File: config.mk
export PLATFORM = sky130hd
export DESIGN_NAME = lzwenc_ctrl
export DESIGN_NICKNAME = d
export VERILOG_FILES = /design/src/rtl/core/lzwenc_pkg.sv /design/src/rtl/core/lzwenc_ctrl.sv
export SDC_FILE = /design/constraint.sdc
export NUM_CORES = 1
export LEC_CHECK = 0
export BUFFER_PORTS_ARGS = -buffer_cell sky130_fd_sc_hd__buf_2
export CAP_MARGIN = 20
export CORE_AREA = 5 5 42 44
export CTS_BUF_LIST = sky130_fd_sc_hd__clkbuf_4
export CTS_CLUSTER_SIZE = 24
export DETAILED_ROUTE_END_ITERATION = 10
export DIE_AREA = 0 0 47 49
export PLACE_DENSITY = 0.54
export SETUP_SLACK_MARGIN = 0.3
export SLEW_MARGIN = 0
export SYNTH_ARGS = -nofsm -noshare
export SYNTH_HDL_FRONTEND = slang
export SYNTH_SLANG_ARGS = --single-unit
File: constraint.sdc
create_clock -name clk -period 1.4 [get_ports clk]
set_clock_uncertainty 0.05 [all_clocks]
set_input_delay 0.28 -clock clk [delete_from_list [all_inputs] [get_ports clk]]
set_output_delay 0.28 -clock clk [all_outputs]
set_load 0.02 [all_outputs]
File: src/rtl/core/lzwenc_pkg.sv
package lzwenc_pkg;

  localparam int DEF_DICT_DEPTH  = 4096;
  localparam int DEF_SYMBOL_BITS = 8;

  localparam int SYM_W      = 8;   // symbol field on the input channel
  localparam int ALPHA_W    = 9;   // alphabet size register
  localparam int CODE_OUT_W = 12;  // code field on the output channel
  localparam int CW_OUT_W   = 4;   // code width field on the output channel

  localparam logic [ALPHA_W-1:0] ALPHA_RESET = 9'd2;

  // commands from the controller to the datapath
  typedef struct packed {
    logic capture;     // latch an input transaction
    logic open;        // start a stream with the held symbol
    logic rd_head;     // read the first child of the current prefix
    logic probe_head;  // read the node named by the first child
    logic probe_next;  // read the node named by the sibling link
    logic clear_head;  // first child turned out stale
    logic take_hit;    // extend the prefix to the matched node
    logic emit_miss;   // emit prefix, add the new entry if the dictionary has room
    logic emit_flush;  // emit the final prefix and close the stream
  } cmd_t;

  typedef struct packed {
    logic in_alpha;     // held symbol is inside the alphabet
    logic pv;           // a prefix is held
    logic fin;          // held symbol closes the stream
    logic fc_in_range;  // first child read data names a live entry
    logic match_prefix; // probed node hangs under the current prefix
    logic match_sym;    // probed node carries the held symbol
    logic ns_in_range;  // sibling link of probed node names a live entry
    logic out_free;     // output register can take a result
    logic clearing;     // first-child links still being cleared after reset
  } status_t;

  // ceil(log2(n)) for an alphabet-sized value
  function automatic logic [3:0] clog2_alpha(input logic [ALPHA_W-1:0] n);
    logic [3:0] w;
    w = '0;
    for (int i = 0; i < ALPHA_W; i++) begin
      if (n > (ALPHA_W'(1) << i)) w = 4'(i + 1);
    end
    return w;
  endfunction

endpackage

File: src/rtl/core/lzwenc_ctrl.sv
module lzwenc_ctrl
  import lzwenc_pkg::*;
(
  input  logic    clk,
  input  logic    rst,
  input  logic    s_tvalid,
  output logic    s_tready,
  input  status_t status,
  output cmd_t    cmd
);

  typedef enum logic [2:0] {
    ST_IDLE,
    ST_CHECK,
    ST_HEAD,
    ST_PROBE,
    ST_MISS,
    ST_FINAL
  } state_t;

  state_t state;
  state_t state_next;
  logic   first;
  logic   first_next;

  // take input only in idle and once the first-child clear pass is done
  assign s_tready = (state == ST_IDLE) && !status.clearing;

  always_comb begin
    cmd        = '0;
    state_next = state;
    first_next = first;
    case (state)
      ST_IDLE: begin
        if (s_tvalid && !status.clearing) begin
          cmd.capture = 1'b1;
          state_next  = ST_CHECK;
        end
      end
      ST_CHECK: begin
        if (!status.in_alpha) begin
          state_next = ST_FINAL;
        end else if (!status.pv) begin
          cmd.open   = 1'b1;
          state_next = ST_FINAL;
        end else begin
          cmd.rd_head = 1'b1;
          state_next  = ST_HEAD;
        end
      end
      ST_HEAD: begin
        // always probe so the datapath records whether the head is live
        cmd.probe_head = 1'b1;
        first_next     = 1'b1;
        state_next     = status.fc_in_range ? ST_PROBE : ST_MISS;
      end
      ST_PROBE: begin
        if (status.match_prefix && status.match_sym) begin
          cmd.take_hit = 1'b1;
          state_next   = ST_FINAL;
        end else if (status.match_prefix && status.ns_in_range) begin
          cmd.probe_next = 1'b1;
          first_next     = 1'b0;
          state_next     = ST_PROBE;
        end else begin
          cmd.clear_head = first && !status.match_prefix;
          state_next     = ST_MISS;
        end
      end
      ST_MISS: begin
        if (status.out_free) begin
          cmd.emit_miss = 1'b1;
          state_next    = ST_FINAL;
        end
      end
      ST_FINAL: begin
        if (status.fin && status.pv) begin
          if (status.out_free) begin
            cmd.emit_flush = 1'b1;
            state_next     = ST_IDLE;
          end
        end else begin
          state_next = ST_IDLE;
        end
      end
      default: begin
        state_next = ST_IDLE;
      end
    endcase
  end

  always_ff @(posedge clk) begin
    if (rst) begin
      state <= ST_IDLE;
      first <= 1'b0;
    end else begin
      state <= state_next;
      first <= first_next;
    end
  end

  a_emit_needs_room: assert property (@(posedge clk) disable iff (rst)
    (cmd.emit_miss || cmd.emit_flush) |-> status.out_free)
    else $error("result emitted into a full output register");

  a_accept_only_idle: assert property (@(posedge clk) disable iff (rst)
    cmd.capture |=> (state == ST_CHECK))
    else $error("captured transaction did not start a lookup");

  a_probe_follows_head: assert property (@(posedge clk) disable iff (rst)
    (state == ST_PROBE) |-> ($past(state) == ST_HEAD || $past(state) == ST_PROBE))
    else $error("probe entered without a head read");

endmodule

==> results of run 1 <==
## Yosys cell counts
cell	number	area (um2)
nor2_1	12	45.04
nor3_1	5	25.02
dfxtp_1	4	80.08
inv_1	4	15.01
nand2_1	4	15.01
a21oi_1	3	15.01
buf_2	2	10.01
nand2b_1	2	12.51
nand3_1	2	10.01
nand4b_1	2	17.52
nor2b_1	2	12.51
nor4_1	2	12.51
a2111oi_0	1	8.760
a2111oi_1	1	10.01
a211oi_1	1	7.510
a21boi_1	1	7.510
a21o_1	1	7.510
a31oi_1	1	6.260
and2_1	1	6.260
buf_6	1	11.26
clkbuf_1	1	3.750
nand3b_1	1	7.510
o21ai_0	1	5.000
o221ai_1	1	8.760
o32ai_1	1	8.760
or2b_1	1	7.510
## registers in the layout (all words and copies together) (netlist names)
register / count
first: 1
state: 3
## metal layers
metal  vias to the layer above  wire length [um]  global-route usage, %
met2                        13               808                  22.85
met4                         0                27                  6.912
met5                         -                 0                      0
met3                         4                63                  2.583
li1                        286                 -                      -
met1                       267               576                  16.70
## worst max-delay path: stages (launching register included)
cell	delay [ns]
dfxtp_4	0.37
nand4b_1	0.19
buf_6	0.15
nor2_4	0.09
buf_6	0.12
## stage by stage
step | utilization (%) | worst slack, ns
floorplan | - | -0.03249
global placement | 44.64 | -0.01657
detailed placement | 44.64 | -0.06514
CTS | 59.46 | -0.1075
global route | 65.09 | -0.1838
finish | 65.09 | -0.09320
## how the worst max path moves through the flow
stage / startpoint / to / slack [ns]
after floorplan: state[2]$_SDFFE_PP0P_ / cmd[8] / -0.03
after global placement: state[2]$_SDFFE_PP0P_ / state[0]$_SDFFE_PP0P_ / -0.02
after detailed placement: state[2]$_SDFFE_PP0P_ / state[0]$_SDFFE_PP0P_ / -0.07
after CTS: state[2]$_SDFFE_PP0P_ / cmd[4] / -0.11
after global routing: state[2]$_SDFFE_PP0P_ / cmd[8] / -0.18
final: state[2]$_SDFFE_PP0P_ / cmd[4] / -0.09
## where the power goes
part	switching [mW]	total, mW	internal (mW)
sequential	0.0240	0.150	0.126
combinational	0.146	0.308	0.163
clock	0.0504	0.177	0.126
## logic make-up (layout without fill, tap and decap cells)
| family | Yosys count | after routing | share of synthesized area (%) |
|---|---|---|---|
| DFF | 4 | 4 | 21.26 |
| and+or+nand+nor | 34 | 34 | 45.51 |
| buffers and inverters | 8 | 47 | 10.63 |
| AOI/OAI and AO/OA | 12 | 12 | 22.59 |
## layout make-up
class                      count  area (um2)  share of cell area, %
timing repair buffer          39       325.3                  35.67
sequential                     4       91.34                  10.01
clock buffer                   4       30.03                  3.292
multi-input combinational     46       430.4                  47.19
inverter                       4       15.01                  1.646
tap                           16       20.02                  2.195
## what timing repair did
item / in CTS / in global routing
pin swaps: 8 / 7
resized for setup: 32 / 12
setup buffers: 10 / 3
endpoints found under the setup margin: 14 / 14
==> metrics.cfg, run 1 <==
[worst_setup_path]
critPathCaptureType = output port
worstReg2RegStart = state[2]$_SDFFE_PP0P_
arrival_ns = 1.16
r2r-end = state[0]$_SDFFE_PP0P_
required_ns = 1.07
reg2reg_setup_slack_ns = -0.04
r2r_cells = 6
path_class = register to output port
critPathLaunchType = register
cp_max_fo = 6

[clock_network]
path_clk_slew_ns = 0.04
ctsRootBufferMaster = clkbuf_4
cts.sinks = 4
holdBufCountCts = 0
insertion_delay_ns = 0.24
htreeDepth = 1
cts_tree = done
cts_buffer_depth = 2
cts_buffers = 3

[global_route]
grt_pass1_vias = 557
gr-total-overflow = 0
grt_max_degree = 9
grt_first_pass_wirelength_um = 2387
antenna_found_initial = 0
track_usage_pct = 14.01

[die]
initial_core_util_pct = 26.87
dieArea_mm2 = 0.002303
die_x_um = 47
num_rows = 14
pin_count = 22
dieHeight_um = 49
core-area_mm2 = 0.001401

[placed_design]
portBuffers = 21
hpwlAfterDp_um = 901.3
place.gp.congestion = 0.7335
dpl.cell_count = 96
placed_cell_area_um2 = 625.6

[sta]
tns_ns = -0.6536
slew_violations = 0
slew_headroom_pct = 71.72
hold_viol = 0
worst_slew_pin_slew_ns = 0.4135
fmax_mhz = 669.7
post-route-min-period_ns = 1.493
finalSetupViolations = 10
whs_ns = 0.2108
setup_slack_ns = -0.09320
rsz0062_at_grt = true
min_period_over_period_pct = 106.7

[route]
wl_um = 1475
wl_per_cell_um = 13.05
first_pass_iters = 2
via_per_inst = 5.044
drtAntennaViolNets = 0
drtIter0Drc = 5
vias = 570
drc_errors = 0

[power]
p_total_mw = 0.6354
p_per_area_mw_per_mm2 = 696.6
leakage_nw = 0.3925
ir_drop_uv = 556.2

[yosys]
ys_warn_count = 0
avgSynthCellArea_um2 = 6.493
synthesis.nets = 70
synth.cell_area_um2 = 376.6
synthDistinctLibCells = 26
ys_seq_area_share_pct = 21.26
ys_ff_latch = 4
synth_cells = 58

[layout]
layout_commonest_cell = buf_2
layout.nets = 110
final_area_um2 = 912.1
area_delta_synth_final_pct = 142.2
drive_above_1_share_pct = 71.13
fillers = 125
stdcell_count = 113
antenna_cells = 0
mostFrequentLayoutCells = 13 x buf_2, 12 x buf_6, 12 x buf_4

[worst_hold_path]
min_from = rst
hold_path_class = input pin to register
min_to = state[2]$_SDFFE_PP0P_
holdPathStages = 2

[status]
violations = negative setup slack
status = finished with violations

[job]
maxCapViolCount = 0

No activity file was read; power rests on OpenSTA's default activity.
==> inputs of run 2 (changes only) <==
CTS_BUF_LIST = default   (was sky130_fd_sc_hd__clkbuf_4)
clock period = 1.44 ns   (was 1.4 ns; I/O delays follow)
==> metrics.cfg, run 2 (synthesized netlist as in run 1, its figures left out) <==
[die]
die_x_um = 47
initial_core_util_pct = 26.87
core-area_mm2 = 0.001401
dieHeight_um = 49
dieArea_mm2 = 0.002303
pin_count = 22
num_rows = 14

[sta]
hold_viol = 0
whs_ns = 0.2199
setup_slack_ns = -0.1527
fmax_mhz = 627.9
rsz0062_at_grt = true
post-route-min-period_ns = 1.593
min_period_over_period_pct = 110.6
finalSetupViolations = 10
slew_headroom_pct = 63.58
worst_slew_pin_slew_ns = 0.5325
slew_violations = 0

[placed_design]
place.gp.congestion = 0.7150
place_worst_setup_slack_ns = 0.04878
hpwlAfterDp_um = 1030
portBuffers = 21
placed_cell_area_um2 = 643.1

[worst_setup_path]
required_ns = 1.10
arrival_ns = 1.25
reg2reg_setup_slack_ns = -0.09
cp_max_fo = 5
crit_buf_inv = 2
path_cells = nand4b_1 > buf_4 > nor2_4 > buf_6
crit_family = flip-flops
cp_slowest_cell = dfxtp_4
critPathCaptureType = output port
critPathLaunchType = register
path_class = register to output port
cpPeakStageDelay_ns = 0.35

[layout]
regArea_um2 = 88.84
final_util_pct = 68.21
antenna_cells = 0
reg_top3 = state x3, first x1
mostFrequentLayoutCells = 18 x buf_6, 14 x buf_4, 11 x buf_2
drive_above_1_share_pct = 69.31
layout_commonest_cell = buf_6
top_register = state
layout.nets = 114
largest_reg_flops = 3
area_delta_synth_final_pct = 153.8
final_area_um2 = 955.9
fillers = 123
multiInputGateArea_um2 = 442.9

[route]
via_per_inst = 5.051
drc_errors = 0
drtIter0Drc = 6
wl_per_cell_um = 13.56
drtAntennaViolNets = 0
first_pass_iters = 4
vias = 591
wl_um = 1587

[global_route]
grt_max_degree = 9
track_usage_pct = 15.06
grt_pass1_vias = 618
grt_first_pass_wirelength_um = 2559
antenna_found_initial = 0
gr-total-overflow = 0

[clock_network]
ctsRootBufferMaster = clkbuf_4
cts_buffers = 3
htreeDepth = 1
insertion_delay_ns = 0.24
cts.sinks = 4
holdBufCountCts = 0
cts_tree = done
cts_buffer_depth = 2
path_clk_slew_ns = 0.04

[status]
status = finished with violations
violations = negative setup slack

[worst_hold_path]
hold_path_class = input pin to register

[power]
leakage_nw = 0.4145
p_per_area_mw_per_mm2 = 672.9
ir_drop_uv = 454.2

[job]
maxCapViolCount = 0

## run 2: cell types whose count changed in the layout (fill, tap and decap cells not counted), moves of 2 or more
cell,delta
buf_2,-2
a21oi_1,+2
buf_6,+6
buf_4,+2
## run 2: layer usage
metal / vias up / GRT usage [%] / part of all wire [%]
li1: 292 / - / -
met1: 280 / 16.23 / 38
met2: 15 / 26.24 / 56
met3: 4 / 2.214 / 4.5
met4: 0 / 8.295 / 1.6
met5: - / 0 / 0
## run 2: cell type report
class,count,share of cell area (%)
multi-input combinational,46,46.34
timing repair buffer,43,37.96
sequential,4,9.293
clock buffer,4,2.749
tap,16,2.094
inverter,4,1.571
## run 2: power breakdown
part | internal [mW] | leakage, nW | switching, mW
Clock | 0.104 | 0.0150 | 0.0512
Combinational | 0.185 | 0.365 | 0.161
Sequential | 0.124 | 0.0345 | 0.0178
Total | 0.413 | 0.414 | 0.230
## run 2: worst register-to-register path: stages, from the launching register on
cell       delay (ns)
dfxtp_4          0.35
buf_4            0.14
buf_6            0.11
or2b_1           0.18
o32ai_4          0.09
a2111oi_4        0.37
nor4_2           0.09
## run 2: final timing paths
check	start	endpoint	cells past startpoint
setup / recovery	state[2]$_SDFFE_PP0P_	cmd[4]	4
hold / removal	rst	state[1]$_SDFFE_PP0P_	2
setup reg to reg	state[2]$_SDFFE_PP0P_	state[0]$_SDFFE_PP0P_	6
hold reg to reg	first$_SDFFE_PP0P_	first$_SDFFE_PP0P_	2
## run 2: timing repair
action | CTS | global route
pin swaps | 13 | 6
gates resized for setup | 42 | 7
setup endpoints to repair | 12 | 14
buffers inserted | 11 | 2
endpoints found under the hold margin | 0 | 0
## run 2: metrics by stage
stage / std cells / TNS, ns / power [mW]
6_report: 117 / -0.8018 / 0.6432
5_1_grt: 117 / -1.434 / 0.6814
4_1_cts: 115 / -1.001 / 0.6238
3_5_place_dp: 100 / 0 / 0.3498
3_3_place_gp: 100 / 0 / 0.3477
2_1_floorplan: 58 / -0.0004947 / 0.2829
==> inputs of run 3 (changes only) <==
GPL_TIMING_DRIVEN = 0   (was default)
SETUP_SLACK_MARGIN = 0.4   (was 0.3)
==> metrics.cfg, run 3 (synthesized netlist as in run 1, its figures left out) <==
[layout]
reg_top3 = state x3, first x1
fillers = 116
drive_above_1_share_pct = 71.29
largest_reg_flops = 3
area_delta_synth_final_pct = 155.8
top_register = state
antenna_cells = 0
regArea_um2 = 91.34
layout.nets = 114
layout_commonest_cell = buf_4
mostFrequentLayoutCells = 16 x buf_4, 11 x buf_6, 10 x buf_2
final_area_um2 = 963.4
multiInputGateArea_um2 = 406.6

[worst_setup_path]
r2r_cells = 6
critPathLaunchType = register
cpPeakStageDelay_ns = 0.35
r2r-end = state[0]$_SDFFE_PP0P_
cp_max_fo = 8
critPathCaptureType = output port
required_ns = 1.10
arrival_ns = 1.23
path_cells = buf_8 > nor4_4 > and2_4 > buf_6
reg2reg_setup_slack_ns = 0
cp_slowest_cell = dfxtp_4
worstReg2RegStart = state[0]$_SDFFE_PP0P_
path_class = register to output port

[placed_design]
hpwlAfterDp_um = 950
place.gp.congestion = 0.7181
portBuffers = 20
placed_cell_area_um2 = 626.9

[die]
pin_count = 22
die_x_um = 47
initial_core_util_pct = 26.87
dieHeight_um = 49
core-area_mm2 = 0.001401
dieArea_mm2 = 0.002303
num_rows = 14

[worst_hold_path]
min_from = rst
hold_path_class = input pin to register
min_to = state[2]$_SDFFE_PP0P_
holdPathStages = 2

[global_route]
grt_pass1_vias = 577
use_met1_pct = 17.54
grt_first_pass_wirelength_um = 2470
antenna_found_initial = 0
top_usage_layer = met2
grt_max_degree = 11
track_usage_pct = 14.57
grt.met2_usage_pct = 24.43
use_met3_pct = 1.476
gr-total-overflow = 0

[power]
ir_drop_uv = 666.5
leakage_nw = 0.4089
p_total_mw = 0.6523
p_per_area_mw_per_mm2 = 677.0

[sta]
post-route-min-period_ns = 1.567
fmax_mhz = 638.0
slew_violations = 0
worst_slew_pin_slew_ns = 0.3919
slew_headroom_pct = 73.20
whs_ns = 0.2046
hold_viol = 0
min_period_over_period_pct = 108.9
setup_slack_ns = -0.1274
finalSetupViolations = 10
rsz0062_at_grt = true

[route]
wl_um = 1597
first_pass_iters = 2
drtAntennaViolNets = 0
wl_per_cell_um = 13.65
vias = 577
drc_errors = 0
drtIter0Drc = 1
via_per_inst = 4.932

[clock_network]
htreeDepth = 1
cts.sinks = 4
path_clk_slew_ns = 0.04
cts_tree = done
insertion_delay_ns = 0.24
holdBufCountCts = 0
cts_buffer_depth = 2
ctsRootBufferMaster = clkbuf_4
cts_buffers = 3

[status]
violations = negative setup slack
status = finished with violations

[job]
maxCapViolCount = 0

[run 3: repair_timing]
action | 4_1_cts | 5_1_grt
buffers inserted | 10 | 8
gates resized for setup | 27 | 13
gates cloned | 0 | 1
endpoints found under the setup margin | 14 | 14
pin swaps | 9 | 7
[run 3: how the worst max path moves through the flow]
stage	from	to	slack, ns	cells past startpoint
2_1_floorplan	state[2]$_SDFFE_PP0P_	cmd[8]	-0.0005	3
3_3_place_gp	status[4]	cmd[4]	0.05	4
3_5_place_dp	state[1]$_SDFFE_PP0P_	cmd[7]	0.04	5
4_1_cts	state[1]$_SDFFE_PP0P_	cmd[8]	-0.15	4
5_1_grt	state[1]$_SDFFE_PP0P_	cmd[8]	-0.19	4
6_report	state[0]$_SDFFE_PP0P_	cmd[8]	-0.13	4
[run 3: stage by stage]
step | setup slack, ns | cells | utilization [%] | setup TNS (ns)
2_1_floorplan | -0.0004947 | 58 | - | -0.0004947
3_3_place_gp | 0.05241 | 94 | 44.73 | 0
3_5_place_dp | 0.04216 | 94 | 44.73 | 0
4_1_cts | -0.1501 | 108 | 58.13 | -0.6986
5_1_grt | -0.1939 | 117 | 68.75 | -1.254
6_report | -0.1274 | 117 | 68.75 | -0.6154
[run 3: per-layer routing]
metal / up-vias / part of all wire, %
met5: - / 0
met4: 0 / 1.8
met3: 4 / 4.5
met2: 13 / 53
met1: 267 / 41
li1: 293 / -
[run 3: critical path: cells and delay by family (launching register included)]
| family | cells | cell delay, ns |
|---|---|---|
| buffers and inverters | 2 | 0.24 |
| AND/OR/NAND/NOR | 2 | 0.40 |
| flip-flops | 1 | 0.35 |
[run 3: where the power goes]
part           total (mW)  switching, mW  internal, mW  leakage [nW]
Combinational       0.366          0.158         0.208         0.359
Clock               0.150         0.0465         0.104        0.0150
Sequential          0.136         0.0135         0.123        0.0348
Total               0.652          0.218         0.435         0.409
[run 3: final cells by class]
| class | instances | share of cell area [%] |
|---|---|---|
| clock buffer | 4 | 2.727 |
| sequential | 4 | 9.481 |
| inverter | 4 | 1.558 |
| multi-input combinational | 46 | 42.21 |
| buffer | 4 | 6.753 |
| tap | 16 | 2.078 |
| timing repair buffer | 39 | 35.19 |
